[src/limited_integrator_with_alarms_top_assert.svh]
// Assertion macros for the limited integrator top level.
// Both expect clk_i and rst_ni in the scope of the module that uses them.
`ifndef LIMITED_INTEGRATOR_WITH_ALARMS_TOP_ASSERT_SVH
`define LIMITED_INTEGRATOR_WITH_ALARMS_TOP_ASSERT_SVH

// Consequent must hold in the same cycle as the antecedent.
`define LIA_ASSERT_NOW(lbl, ante, cons) \
  lbl: assert property (@(posedge clk_i) disable iff (!rst_ni) (ante) |-> (cons)) \
    else $error("lia: same-cycle check failed");

// Consequent must hold in the cycle after the antecedent.
`define LIA_ASSERT_NEXT(lbl, ante, cons) \
  lbl: assert property (@(posedge clk_i) disable iff (!rst_ni) (ante) |=> (cons)) \
    else $error("lia: next-cycle check failed");

`endif

[src/lia_pkg.sv]
`default_nettype none

package lia_pkg;

  localparam int unsigned WordW   = 32;
  localparam int unsigned MarginW = 31;
  localparam int unsigned CfgIdxW = 3;
  localparam int unsigned FracSh  = 24;
  localparam int unsigned ProdW   = 2 * WordW;
  localparam int unsigned IncW    = ProdW - FracSh;
  localparam int unsigned SumW    = IncW + 1;

  typedef enum logic [CfgIdxW-1:0] {
    CFG_GAIN        = 3'd0,
    CFG_HIGH_LIMIT  = 3'd1,
    CFG_LOW_LIMIT   = 3'd2,
    CFG_HIGH_ALARM  = 3'd3,
    CFG_LOW_ALARM   = 3'd4,
    CFG_HIGH_MARGIN = 3'd5,
    CFG_LOW_MARGIN  = 3'd6,
    CFG_DEAD_ZONE   = 3'd7
  } cfg_idx_e;

  typedef enum logic [1:0] {
    SEL_PRESET,
    SEL_OLD,
    SEL_SAMPLE,
    SEL_SUM
  } sel_e;

  typedef struct packed {
    logic                    enable;
    logic                    load_preset;
    logic                    hold;
    logic                    track;
    logic signed [WordW-1:0] sample;
    logic signed [WordW-1:0] preset_value;
  } lia_in_t;

  typedef struct packed {
    logic signed [WordW-1:0] value;
    logic                    enabled_out;
    logic                    at_high_limit;
    logic                    at_low_limit;
    logic                    above_high_alarm;
    logic                    above_high_prealarm;
    logic                    below_low_prealarm;
    logic                    below_low_alarm;
    logic                    at_preset;
  } lia_out_t;

  typedef struct packed {
    logic signed [WordW-1:0] gain;
    logic signed [WordW-1:0] high_limit;
    logic signed [WordW-1:0] low_limit;
    logic signed [WordW-1:0] high_alarm;
    logic signed [WordW-1:0] low_alarm;
    logic [MarginW-1:0]      high_margin;
    logic [MarginW-1:0]      low_margin;
    logic [MarginW-1:0]      dead_zone;
  } lia_cfg_t;

  typedef struct packed {
    logic                    enable;
    sel_e                    sel;
    logic signed [WordW-1:0] sample;
    logic signed [WordW-1:0] preset_value;
    logic signed [IncW-1:0]  inc;
  } lia_mid_t;

endpackage

`default_nettype wire

[src/lia_cfg.sv]
`default_nettype none

module lia_cfg (
  input  wire logic                      clk_i,
  input  wire logic                      rst_ni,
  input  wire logic                      we_i,
  input  wire lia_pkg::cfg_idx_e         idx_i,
  input  wire logic [lia_pkg::WordW-1:0] wdata_i,
  output lia_pkg::lia_cfg_t              cfg_o
);

  lia_pkg::lia_cfg_t cfg_q;

  always_ff @(posedge clk_i or negedge rst_ni) begin
    if (!rst_ni) begin
      cfg_q.gain        <= '0;
      cfg_q.high_limit  <= {1'b0, {(lia_pkg::WordW-1){1'b1}}};
      cfg_q.low_limit   <= {1'b1, {(lia_pkg::WordW-1){1'b0}}};
      cfg_q.high_alarm  <= {1'b0, {(lia_pkg::WordW-1){1'b1}}};
      cfg_q.low_alarm   <= {1'b1, {(lia_pkg::WordW-1){1'b0}}};
      cfg_q.high_margin <= '0;
      cfg_q.low_margin  <= '0;
      cfg_q.dead_zone   <= '0;
    end else if (we_i) begin
      unique case (idx_i)
        lia_pkg::CFG_GAIN:        cfg_q.gain        <= $signed(wdata_i);
        lia_pkg::CFG_HIGH_LIMIT:  cfg_q.high_limit  <= $signed(wdata_i);
        lia_pkg::CFG_LOW_LIMIT:   cfg_q.low_limit   <= $signed(wdata_i);
        lia_pkg::CFG_HIGH_ALARM:  cfg_q.high_alarm  <= $signed(wdata_i);
        lia_pkg::CFG_LOW_ALARM:   cfg_q.low_alarm   <= $signed(wdata_i);
        lia_pkg::CFG_HIGH_MARGIN: cfg_q.high_margin <= wdata_i[lia_pkg::MarginW-1:0];
        lia_pkg::CFG_LOW_MARGIN:  cfg_q.low_margin  <= wdata_i[lia_pkg::MarginW-1:0];
        lia_pkg::CFG_DEAD_ZONE:   cfg_q.dead_zone   <= wdata_i[lia_pkg::MarginW-1:0];
      endcase
    end
  end

  assign cfg_o = cfg_q;

endmodule

`default_nettype wire

[src/lia_mac.sv]
`default_nettype none

module lia_mac (
  input  wire logic              clk_i,
  input  wire logic              rst_ni,
  input  wire lia_pkg::lia_cfg_t cfg_i,
  input  wire logic              in_valid_i,
  input  wire lia_pkg::lia_in_t  in_i,
  output logic                   in_stall_o,
  output logic                   mid_valid_o,
  output lia_pkg::lia_mid_t      mid_o,
  input  wire logic              mid_ready_i
);

  logic                                 s1_valid_q;
  lia_pkg::lia_in_t                     s1_q;
  logic                                 mid_valid_q;
  lia_pkg::lia_mid_t                    mid_q;
  lia_pkg::lia_mid_t                    mid_d;
  logic                                 mid_adv;
  logic                                 s1_adv;
  logic signed [lia_pkg::ProdW-1:0]     prod;
  logic [lia_pkg::WordW-1:0]            mag;
  logic                                 dead;

  assign mid_adv    = !mid_valid_q || mid_ready_i;
  assign s1_adv     = !s1_valid_q || mid_adv;
  assign in_stall_o = !s1_adv;

  // Dropping the low 24 bits floors the Q24.40 product to Q24.16.
  assign prod = lia_pkg::ProdW'(cfg_i.gain) * lia_pkg::ProdW'(s1_q.sample);
  assign mag  = s1_q.sample[lia_pkg::WordW-1] ? lia_pkg::WordW'(-s1_q.sample)
                                               : lia_pkg::WordW'(s1_q.sample);
  assign dead = (cfg_i.dead_zone != '0) && (mag < {1'b0, cfg_i.dead_zone});

  always_comb begin
    mid_d.enable       = s1_q.enable;
    mid_d.sample       = s1_q.sample;
    mid_d.preset_value = s1_q.preset_value;
    mid_d.inc          = prod[lia_pkg::ProdW-1:lia_pkg::FracSh];
    priority if (s1_q.load_preset) begin
      mid_d.sel = lia_pkg::SEL_PRESET;
    end else if (s1_q.hold) begin
      mid_d.sel = lia_pkg::SEL_OLD;
    end else if (s1_q.track) begin
      mid_d.sel = lia_pkg::SEL_SAMPLE;
    end else if (dead) begin
      mid_d.sel = lia_pkg::SEL_OLD;
    end else begin
      mid_d.sel = lia_pkg::SEL_SUM;
    end
  end

  always_ff @(posedge clk_i or negedge rst_ni) begin
    if (!rst_ni) begin
      s1_valid_q  <= 1'b0;
      mid_valid_q <= 1'b0;
    end else begin
      if (s1_adv) begin
        s1_valid_q <= in_valid_i;
      end
      if (mid_adv) begin
        mid_valid_q <= s1_valid_q;
      end
    end
  end

  always_ff @(posedge clk_i) begin
    if (in_valid_i && s1_adv) begin
      s1_q <= in_i;
    end
    if (s1_valid_q && mid_adv) begin
      mid_q <= mid_d;
    end
  end

  assign mid_valid_o = mid_valid_q;
  assign mid_o       = mid_q;

endmodule

`default_nettype wire

[src/lia_upd.sv]
`default_nettype none

module lia_upd (
  input  wire logic              clk_i,
  input  wire logic              rst_ni,
  input  wire lia_pkg::lia_cfg_t cfg_i,
  input  wire logic              mid_valid_i,
  input  wire lia_pkg::lia_mid_t mid_i,
  output logic                   mid_ready_o,
  output logic                   out_valid_o,
  output lia_pkg::lia_out_t      out_o,
  input  wire logic              out_stall_i
);

  typedef struct packed {
    logic at_high_limit;
    logic at_low_limit;
    logic above_high_alarm;
    logic above_high_prealarm;
    logic below_low_prealarm;
    logic below_low_alarm;
    logic at_preset;
  } flags_t;

  localparam int unsigned CmpW = lia_pkg::WordW + 2;

  logic                              out_valid_q;
  lia_pkg::lia_out_t                 out_q;
  lia_pkg::lia_out_t                 out_d;
  logic                              started_q;
  logic signed [lia_pkg::WordW-1:0]  held_value_q;
  flags_t                            held_flags_q;
  flags_t                            flags;
  logic                              out_adv;
  logic                              fire;
  logic signed [lia_pkg::WordW-1:0]  old;
  logic signed [lia_pkg::SumW-1:0]   sum;
  logic signed [lia_pkg::SumW-1:0]   cand;
  logic signed [lia_pkg::SumW-1:0]   after_hi;
  logic signed [lia_pkg::SumW-1:0]   lim;
  logic signed [lia_pkg::WordW-1:0]  value;
  logic signed [CmpW-1:0]            value_x;
  logic signed [CmpW-1:0]            ha_pre;
  logic signed [CmpW-1:0]            la_pre;

  assign out_adv     = !out_valid_q || !out_stall_i;
  assign mid_ready_o = out_adv;
  assign fire        = mid_valid_i && out_adv;

  assign old = started_q ? held_value_q : mid_i.preset_value;
  assign sum = lia_pkg::SumW'(old) + lia_pkg::SumW'(mid_i.inc);

  always_comb begin
    unique case (mid_i.sel)
      lia_pkg::SEL_PRESET: cand = lia_pkg::SumW'(mid_i.preset_value);
      lia_pkg::SEL_OLD:    cand = lia_pkg::SumW'(old);
      lia_pkg::SEL_SAMPLE: cand = lia_pkg::SumW'(mid_i.sample);
      lia_pkg::SEL_SUM:    cand = sum;
    endcase
  end

  // High clamp first, then low clamp, so crossed limits end at the low limit.
  assign flags.at_high_limit = cand >= lia_pkg::SumW'(cfg_i.high_limit);
  assign after_hi = flags.at_high_limit ? lia_pkg::SumW'(cfg_i.high_limit) : cand;
  assign flags.at_low_limit = after_hi <= lia_pkg::SumW'(cfg_i.low_limit);
  assign lim   = flags.at_low_limit ? lia_pkg::SumW'(cfg_i.low_limit) : after_hi;
  assign value = lim[lia_pkg::WordW-1:0];

  assign value_x = CmpW'(value);
  assign ha_pre  = CmpW'(cfg_i.high_alarm) - $signed({3'b000, cfg_i.high_margin});
  assign la_pre  = CmpW'(cfg_i.low_alarm) + $signed({3'b000, cfg_i.low_margin});

  assign flags.above_high_alarm    = value > cfg_i.high_alarm;
  assign flags.above_high_prealarm = value_x > ha_pre;
  assign flags.below_low_prealarm  = value_x < la_pre;
  assign flags.below_low_alarm     = value < cfg_i.low_alarm;
  assign flags.at_preset           = value == mid_i.preset_value;

  always_comb begin
    flags_t f;
    f = mid_i.enable ? flags : held_flags_q;
    out_d.value               = mid_i.enable ? value : held_value_q;
    out_d.enabled_out         = mid_i.enable;
    out_d.at_high_limit       = f.at_high_limit;
    out_d.at_low_limit        = f.at_low_limit;
    out_d.above_high_alarm    = f.above_high_alarm;
    out_d.above_high_prealarm = f.above_high_prealarm;
    out_d.below_low_prealarm  = f.below_low_prealarm;
    out_d.below_low_alarm     = f.below_low_alarm;
    out_d.at_preset           = f.at_preset;
  end

  always_ff @(posedge clk_i or negedge rst_ni) begin
    if (!rst_ni) begin
      out_valid_q  <= 1'b0;
      started_q    <= 1'b0;
      held_value_q <= '0;
      held_flags_q <= '0;
    end else begin
      if (out_adv) begin
        out_valid_q <= mid_valid_i;
      end
      if (fire) begin
        started_q <= 1'b1;
        if (mid_i.enable) begin
          held_value_q <= value;
          held_flags_q <= flags;
        end
      end
    end
  end

  always_ff @(posedge clk_i) begin
    if (fire) begin
      out_q <= out_d;
    end
  end

  assign out_valid_o = out_valid_q;
  assign out_o       = out_q;

endmodule

`default_nettype wire

[src/limited_integrator_with_alarms_top.sv]
// Channel   Direction  Handshake             Payload
// in        input      in_valid_i/in_stall_o   lia_pkg::lia_in_t in_i
// out       output     out_valid_o/out_stall_i lia_pkg::lia_out_t out_o
// cfg       input      cfg_we_i                cfg_idx_i, cfg_wdata_i
//
// One word is accepted per cycle while in_stall_o is low.
// The input register, the product register and the result register form the pipe;
// the value loop closes in the last stage alone, so words follow back to back.
// Reset clears all valid bits, the held value, the held flags and the first-word mark.
// A stalled result holds the pipe only where it is full; bubbles still fill up.
`default_nettype none

`include "limited_integrator_with_alarms_top_assert.svh"

module limited_integrator_with_alarms_top (
  input  wire logic                      clk_i,
  input  wire logic                      rst_ni,
  input  wire logic                      cfg_we_i,
  input  wire lia_pkg::cfg_idx_e         cfg_idx_i,
  input  wire logic [lia_pkg::WordW-1:0] cfg_wdata_i,
  input  wire logic                      in_valid_i,
  input  wire lia_pkg::lia_in_t          in_i,
  output logic                           in_stall_o,
  output logic                           out_valid_o,
  output lia_pkg::lia_out_t              out_o,
  input  wire logic                      out_stall_i
);

  lia_pkg::lia_cfg_t cfg;
  logic              mid_valid;
  lia_pkg::lia_mid_t mid;
  logic              mid_ready;

  lia_cfg u_cfg (
    .clk_i   (clk_i),
    .rst_ni  (rst_ni),
    .we_i    (cfg_we_i),
    .idx_i   (cfg_idx_i),
    .wdata_i (cfg_wdata_i),
    .cfg_o   (cfg)
  );

  lia_mac u_mac (
    .clk_i       (clk_i),
    .rst_ni      (rst_ni),
    .cfg_i       (cfg),
    .in_valid_i  (in_valid_i),
    .in_i        (in_i),
    .in_stall_o  (in_stall_o),
    .mid_valid_o (mid_valid),
    .mid_o       (mid),
    .mid_ready_i (mid_ready)
  );

  lia_upd u_upd (
    .clk_i       (clk_i),
    .rst_ni      (rst_ni),
    .cfg_i       (cfg),
    .mid_valid_i (mid_valid),
    .mid_i       (mid),
    .mid_ready_o (mid_ready),
    .out_valid_o (out_valid_o),
    .out_o       (out_o),
    .out_stall_i (out_stall_i)
  );

  `LIA_ASSERT_NOW(a_stall_only_when_full, in_stall_o, out_valid_o && out_stall_i)
  `LIA_ASSERT_NOW(a_high_alarm_implies_pre, out_valid_o && out_o.above_high_alarm, out_o.above_high_prealarm)
  `LIA_ASSERT_NOW(a_low_alarm_implies_pre, out_valid_o && out_o.below_low_alarm, out_o.below_low_prealarm)
  `LIA_ASSERT_NEXT(a_mid_holds, mid_valid && !mid_ready, mid_valid && $stable(mid))

endmodule

`default_nettype wire

[config.mk]
export PLATFORM = sky130hd
export DESIGN_NAME = limited_integrator_with_alarms_top
export DESIGN_NICKNAME = d
export VERILOG_FILES = /design/src/lia_pkg.sv /design/src/lia_cfg.sv /design/src/lia_mac.sv /design/src/lia_upd.sv /design/src/limited_integrator_with_alarms_top.sv
export VERILOG_INCLUDE_DIRS = /design/src /design/src/src
export SDC_FILE = /design/constraint.sdc
export NUM_CORES = 2
export LEC_CHECK = 0
export BUFFER_PORTS_ARGS = -buffer_cell sky130_fd_sc_hd__buf_2
export CORE_UTILIZATION = 40
export DETAILED_ROUTE_END_ITERATION = 8
export PLACE_DENSITY_LB_ADDON = 0.05
export SLEW_MARGIN = 20
export SYNTH_ARGS = -nofsm -noshare
export SYNTH_HDL_FRONTEND = slang
export SYNTH_HIERARCHICAL = 1
export SYNTH_SLANG_ARGS = --single-unit
[constraint.sdc]
create_clock -name clk_i -period 11.17 [get_ports clk_i]
set_input_delay 0 -clock clk_i [delete_from_list [all_inputs] [get_ports clk_i]]
set_output_delay 0 -clock clk_i [all_outputs]
set_load 0.01 [all_outputs]
-- Yosys cells after proc, flatten, opt, wreduce, memory -nomap -nowiden
Cells that the tools add are included.
Widths: inputs -> output; s select.
- memories kept: 0
- memory bits (read-only): 0
- register bits: 511
- bits in writable memories: 0
- logic and storage cells: 98
- output and inout bits: 42
- input bits: 108
- latch bits: 0
- reduce and logical (&&, ||, !) cells: 24
- add/subtract/negate cells: 4
- mux-type cells: 10
- eq/ne operators: 11
- bitwise operators: 0
- $mul: 1
- shift-type cells: 0
- div/mod/pow operators: 0
- $lt $le $gt $ge: 7
- operators with widths (kind ; count):
    $pmux 41 s4 ; 1
    $mux 32 ; 4
    $mul 32x32->64 ; 1
    $add 32x40->41 ; 1
    $ge 41x32->1 ; 1
    $le 41x32->1 ; 1
    $mux 41 ; 1
    $add 32x32->33 ; 1
    $gt 32x33->1 ; 1
    $lt 32x33->1 ; 1
    $sub 32x32->33 ; 1
    $eq 32x32->1 ; 1
    $gt 32x32->1 ; 1
    $lt 32x31->1 ; 1
    $lt 32x32->1 ; 1
    $neg 32->32 ; 1
    $reduce_bool 31->1 ; 1
    $reduce_and 2->1 ; 8
    $eq 3x3->1 const B ; 4
    $mux 7 ; 1
    $eq 3x2->1 const B ; 2
    $logic_not 1->1 ; 5
    $eq 2x2->1 const B ; 2
    $logic_and 1x1->1 ; 4
    other kinds (8) ; 11

-- Longest topological paths before layout
- word-level depth: 9
- gate-level depth with buffers: 57

-- By module
Netlist, hierarchy kept.
- modules (own cells, without submodules) (module ; cells each ; times used ; area each (sq um) ; sequential area each (sq um)):
    lia_mac ; 4218 ; 1 ; 42468.2 ; 5305.1
    lia_upd ; 2184 ; 1 ; 17257.8 ; 2227.1
    lia_cfg ; 543 ; 1 ; 9699.3 ; 6411.1

-- Least setup slack after synthesis
Ideal clock, no wire load.
- path kind: register to register
- start point: register u_upd.started_q
- end point: register u_upd.out_q (netlist bit u_upd/out_o[2]) (data pin)
- slack: -0.340 ns
- path buffers: 9
- stages on the path, launching flop included: 53
- data arrival time: 11.239 ns
- path through: dfrtp_1 > buf_2 > buf_2 > buf_1 > nand2_1 > o21ai_0 > ha_1 > inv_1 > fa_1 > nor2b_1 > o31a_1 > o211ai_2 > a2111o_1 > and2_1 > o21ai_0 > a41o_1 > xor2_1 > mux4_2 > [17 not listed] > clkbuf_1 > clkbuf_1 > clkbuf_1 > nor2_1 > a21oi_1 > inv_1 > ha_1 > nand4_1 > or2_2 > nor3_1 > nand3_1 > o21ai_0 > nor2_1 > o211ai_1 > a2111oi_0 > a211oi_1 > xnor2_1 > a21oi_1
- RTL lines (element ; RTL line ; source):
    start: declaration ; lia_upd.sv:30 ; logic started_q;
    start signal: assignment ; lia_upd.sv:96 ; started_q <= 1'b0;
    start signal: assignment ; lia_upd.sv:104 ; started_q <= 1'b1;
    end signal: assignment ; lia_upd.sv:115 ; out_q <= out_d;
    end: declaration ; lia_upd.sv:28 ; lia_pkg::lia_out_t out_q;

==> results.md <==
* Final setup fails at 0
* DRC Markers at 0
* Slowest cell delay on critical path at just over 0.6 ns
* Reg clk slew, reported paths at approximately 0.070 ns
* I/O pins at 150
* IO buf count at roughly 150
* Top FF cell, synth: dfrtp_1
* Yosys Warn Count at 6
* CP Max Fanout at 15
* Iter 0 DRT Violations at 3656
* Syn Nets at roughly 8700
* Global-route wire length before repair at between 300 and 400 mm
* Max cap viols at 0
* Final hold viol count at 0
* Crit Path Category: reg -> reg
* Hold Path Class: in -> reg
* Remaining global-route overflow at 0
* Netlist cell types at 101
* Mean Syn Cell Area at between 9 and 10 um2
* Initial Util at between 40% and 50%
* Number of synthesized flops with an enable pin at approximately 220
* CTS tree: built
* Req. time, crit path at between 10 and 15 ns
* Vias per inst at 5.34
* Clk sinks at a little over 500
* Outcome: finished clean
* Async SR Flop Fraction at between 50% and 60%
* Clock root buffer: clkbuf_16
* Worst-Margin Slew at 1.16 ns
* Layout cells sized above 1 at between 10 and 15%
* Yosys reg bits at 511
* Cell mode on critical path: a21o_1
* Crit path DAT at ~11 ns
* Vias at 51530
* Routed len/inst at between 20 and 30 um
* Placer congestion estimate at between 0.9 and 1
* Core Box Area at approximately 0.17 mm2
* CP endpoint kind: register
* Slew margin rel. at between 20% and 30%
* DIE AREA at ~0.18 mm2
* Insertion delay to the later sink of the worst-skew pair at approximately 0.7 ns
* Minimum clock period at between 10 and 15 ns
* Nets at around 9000
* Worst setup skew after layout at just over 0.03 ns
* Max-slew violations at 0
* Commonest cells after routing, fill and taps aside: inv_1, fa_1, nand2_1
* Clk buf depth at 3
* WHS at roughly 0.034 ns
* Largest net degree at the start of global routing at 67
* Area grow syn2layout at 11.9%
* Post-Syn Area at 0.0694 mm2
* # H-tree levels at 2
* Critical path's top delay family: compound AO/OA/AOI/OAI gates
* Vias in the first global route at between 50000 and 60000
* DIE WIDTH at 419 um
* Pre-Repair DR Iteration Count at 8
* Die height at roughly 420 um
* Num CTS Buffers at 57
* Slowest-stage cell, CP: or4_4
* Placed wire-length estimate at about 210 mm
* Num rows at ~150
* CP bufs+invs at 5
* Total Routing Usage GR at between 30 and 40%
* Post-synthesis cell count at slightly below 7000
* Wirelength, routed at about 270 mm
* Sequential-to-total area share from yosys stat at between 20% and 30%
* Routed Antenna Nets at 0
* Highest Clock Rate at between 0.09 and 0.1 GHz
* Critical path launch point type: register
* Most common cell after layout, fill and taps aside: inv_1
* Initial antenna violation count at 21
* Fin crit share at a little over nine tenths
==> timing repair <==
action,CTS,global route
hold buffers,108,0
endpoints found under the hold margin,413,0
pin swaps,0,8
resized for setup,7,67
setup endpoints to repair,7,9
cloned,0,2
buffers inserted,0,15
==> metrics by stage <==
stage               TNS [ns]  std cells  worst slack [ns]  utilization [%]  instance area, um2
finish                     0       9641             0.294             45.2               77700
global route         -0.0458       9631           -0.0289             45.2               77600
CTS                        0       9613            0.0802             44.9               77100
detailed placement    -0.920       9398            -0.308             43.1               74100
global placement      -0.500       9396            -0.246             43.1               74100
floorplan                  0       6945            0.0280                -               69400
==> routing by layer <==
layer	up-vias	share of wire [%]	track usage [%]
met3	355	4.7	3.05
met4	4	4.1	10.5
met2	1505	47	50.4
met5	-	0.0087	0
li1	22859	-	-
met1	26807	44	42.1
==> layout make-up <==
cell class	count	area, um2
antenna	10	25.0
clock buffer	64	1470
clock inverter	43	424
fill	16728	94300
inverter	1281	4810
multi-input combinational	4838	49700
sequential	511	13900
tap	2310	2890
timing repair buffer	584	4450
==> flip-flops by register name, summed over array words and instances, names as in the netlist <==
name and cells:
u_upd/held_value_q 32, u_mac/mid_o 107, u_upd/out_valid_o 1, u_mac/s1_q 3, u_mac/mid_d 65, u_mac/mid_valid_o 1, u_mac/s1_valid_q 1, u_upd/started_q 1
u_upd/held_flags_q 7, u_upd/out_o 40, u_cfg/cfg_o 253
==> final timing paths <==
kind                                             start                      endpoint  slack, ns  cells past startpoint
setup / recovery           u_upd/started_q$_DFFE_PN0P_      u_upd/out_o[2]$_DFFE_PP_       0.29                     42
hold / removal                                in_i[23]     u_mac/mid_d[63]$_DFFE_PP_       0.03                      2
setup reg to reg           u_upd/started_q$_DFFE_PN0P_      u_upd/out_o[2]$_DFFE_PP_       0.29                     42
hold reg to reg              u_mac/mid_d[67]$_DFFE_PP_     u_mac/mid_o[67]$_DFFE_PP_       0.40                      0
max in group asynchronous                       rst_ni  u_cfg/cfg_o[183]$_DFFE_PN0P_       8.95                      5
min in group asynchronous                       rst_ni  u_cfg/cfg_o[144]$_DFFE_PN1P_       0.53                      3
==> Yosys cell counts, drive strengths merged, types with 15 or more instances <==
cell type,number,area (um2)
inv,1279,4800
fa,1084,21700
nand2,710,2670
and2,514,3220
ha,513,6420
mux2,347,4000
clkbuf,255,957
a21oi,243,1230
dfrtp,232,5810
edfxtp,215,6460
nor2,178,671
xnor2,160,1400
o21ai,147,747
a21o,126,946
xor2,77,674
nand4,66,419
dfstp,64,1680
buf,60,434
nand3,59,295
nor3,55,275
nand2b,51,319
a211oi,38,295
nor2b,38,238
a31oi,30,188
and3,28,175
o21a,27,203
o31ai,26,200
o211ai,23,178
or3,23,149
o21bai,22,165
mux2i,20,200
nor4,19,125
mux4,16,360
a2111oi,15,151
==> cells by family (layout without fill, tap and decap cells) <==
family,count (synthesis),after routing,synth area share (%)
other,0,10,0
buffers and inverters,1596,1972,8.93
XOR/XNOR,239,239,3.05
AO/OA/AOI/OAI,823,823,7.87
multiplexers,383,383,6.57
AND/OR/NAND/NOR,1795,1795,13.0
flip-flops,511,511,20.1
adder cells (fa/ha/maj),1598,1598,40.5
==> worst reg2reg max path, delay by kind of cell, from the launching register on <==
kind / cells / cell delay, ns
adders and majority gates: 4 / 1.28
xor gates and xnor gates: 2 / 0.36
buffers and inverters: 5 / 0.78
and+or+nand+nor: 8 / 2.06
muxes: 3 / 1.23
AOI/OAI and AO/OA: 20 / 4.30
DFF: 1 / 0.55
Power is left out: the tool's default activity adds up to more than one toggle a clock period on the data nets, which glitch-free logic cannot reach.
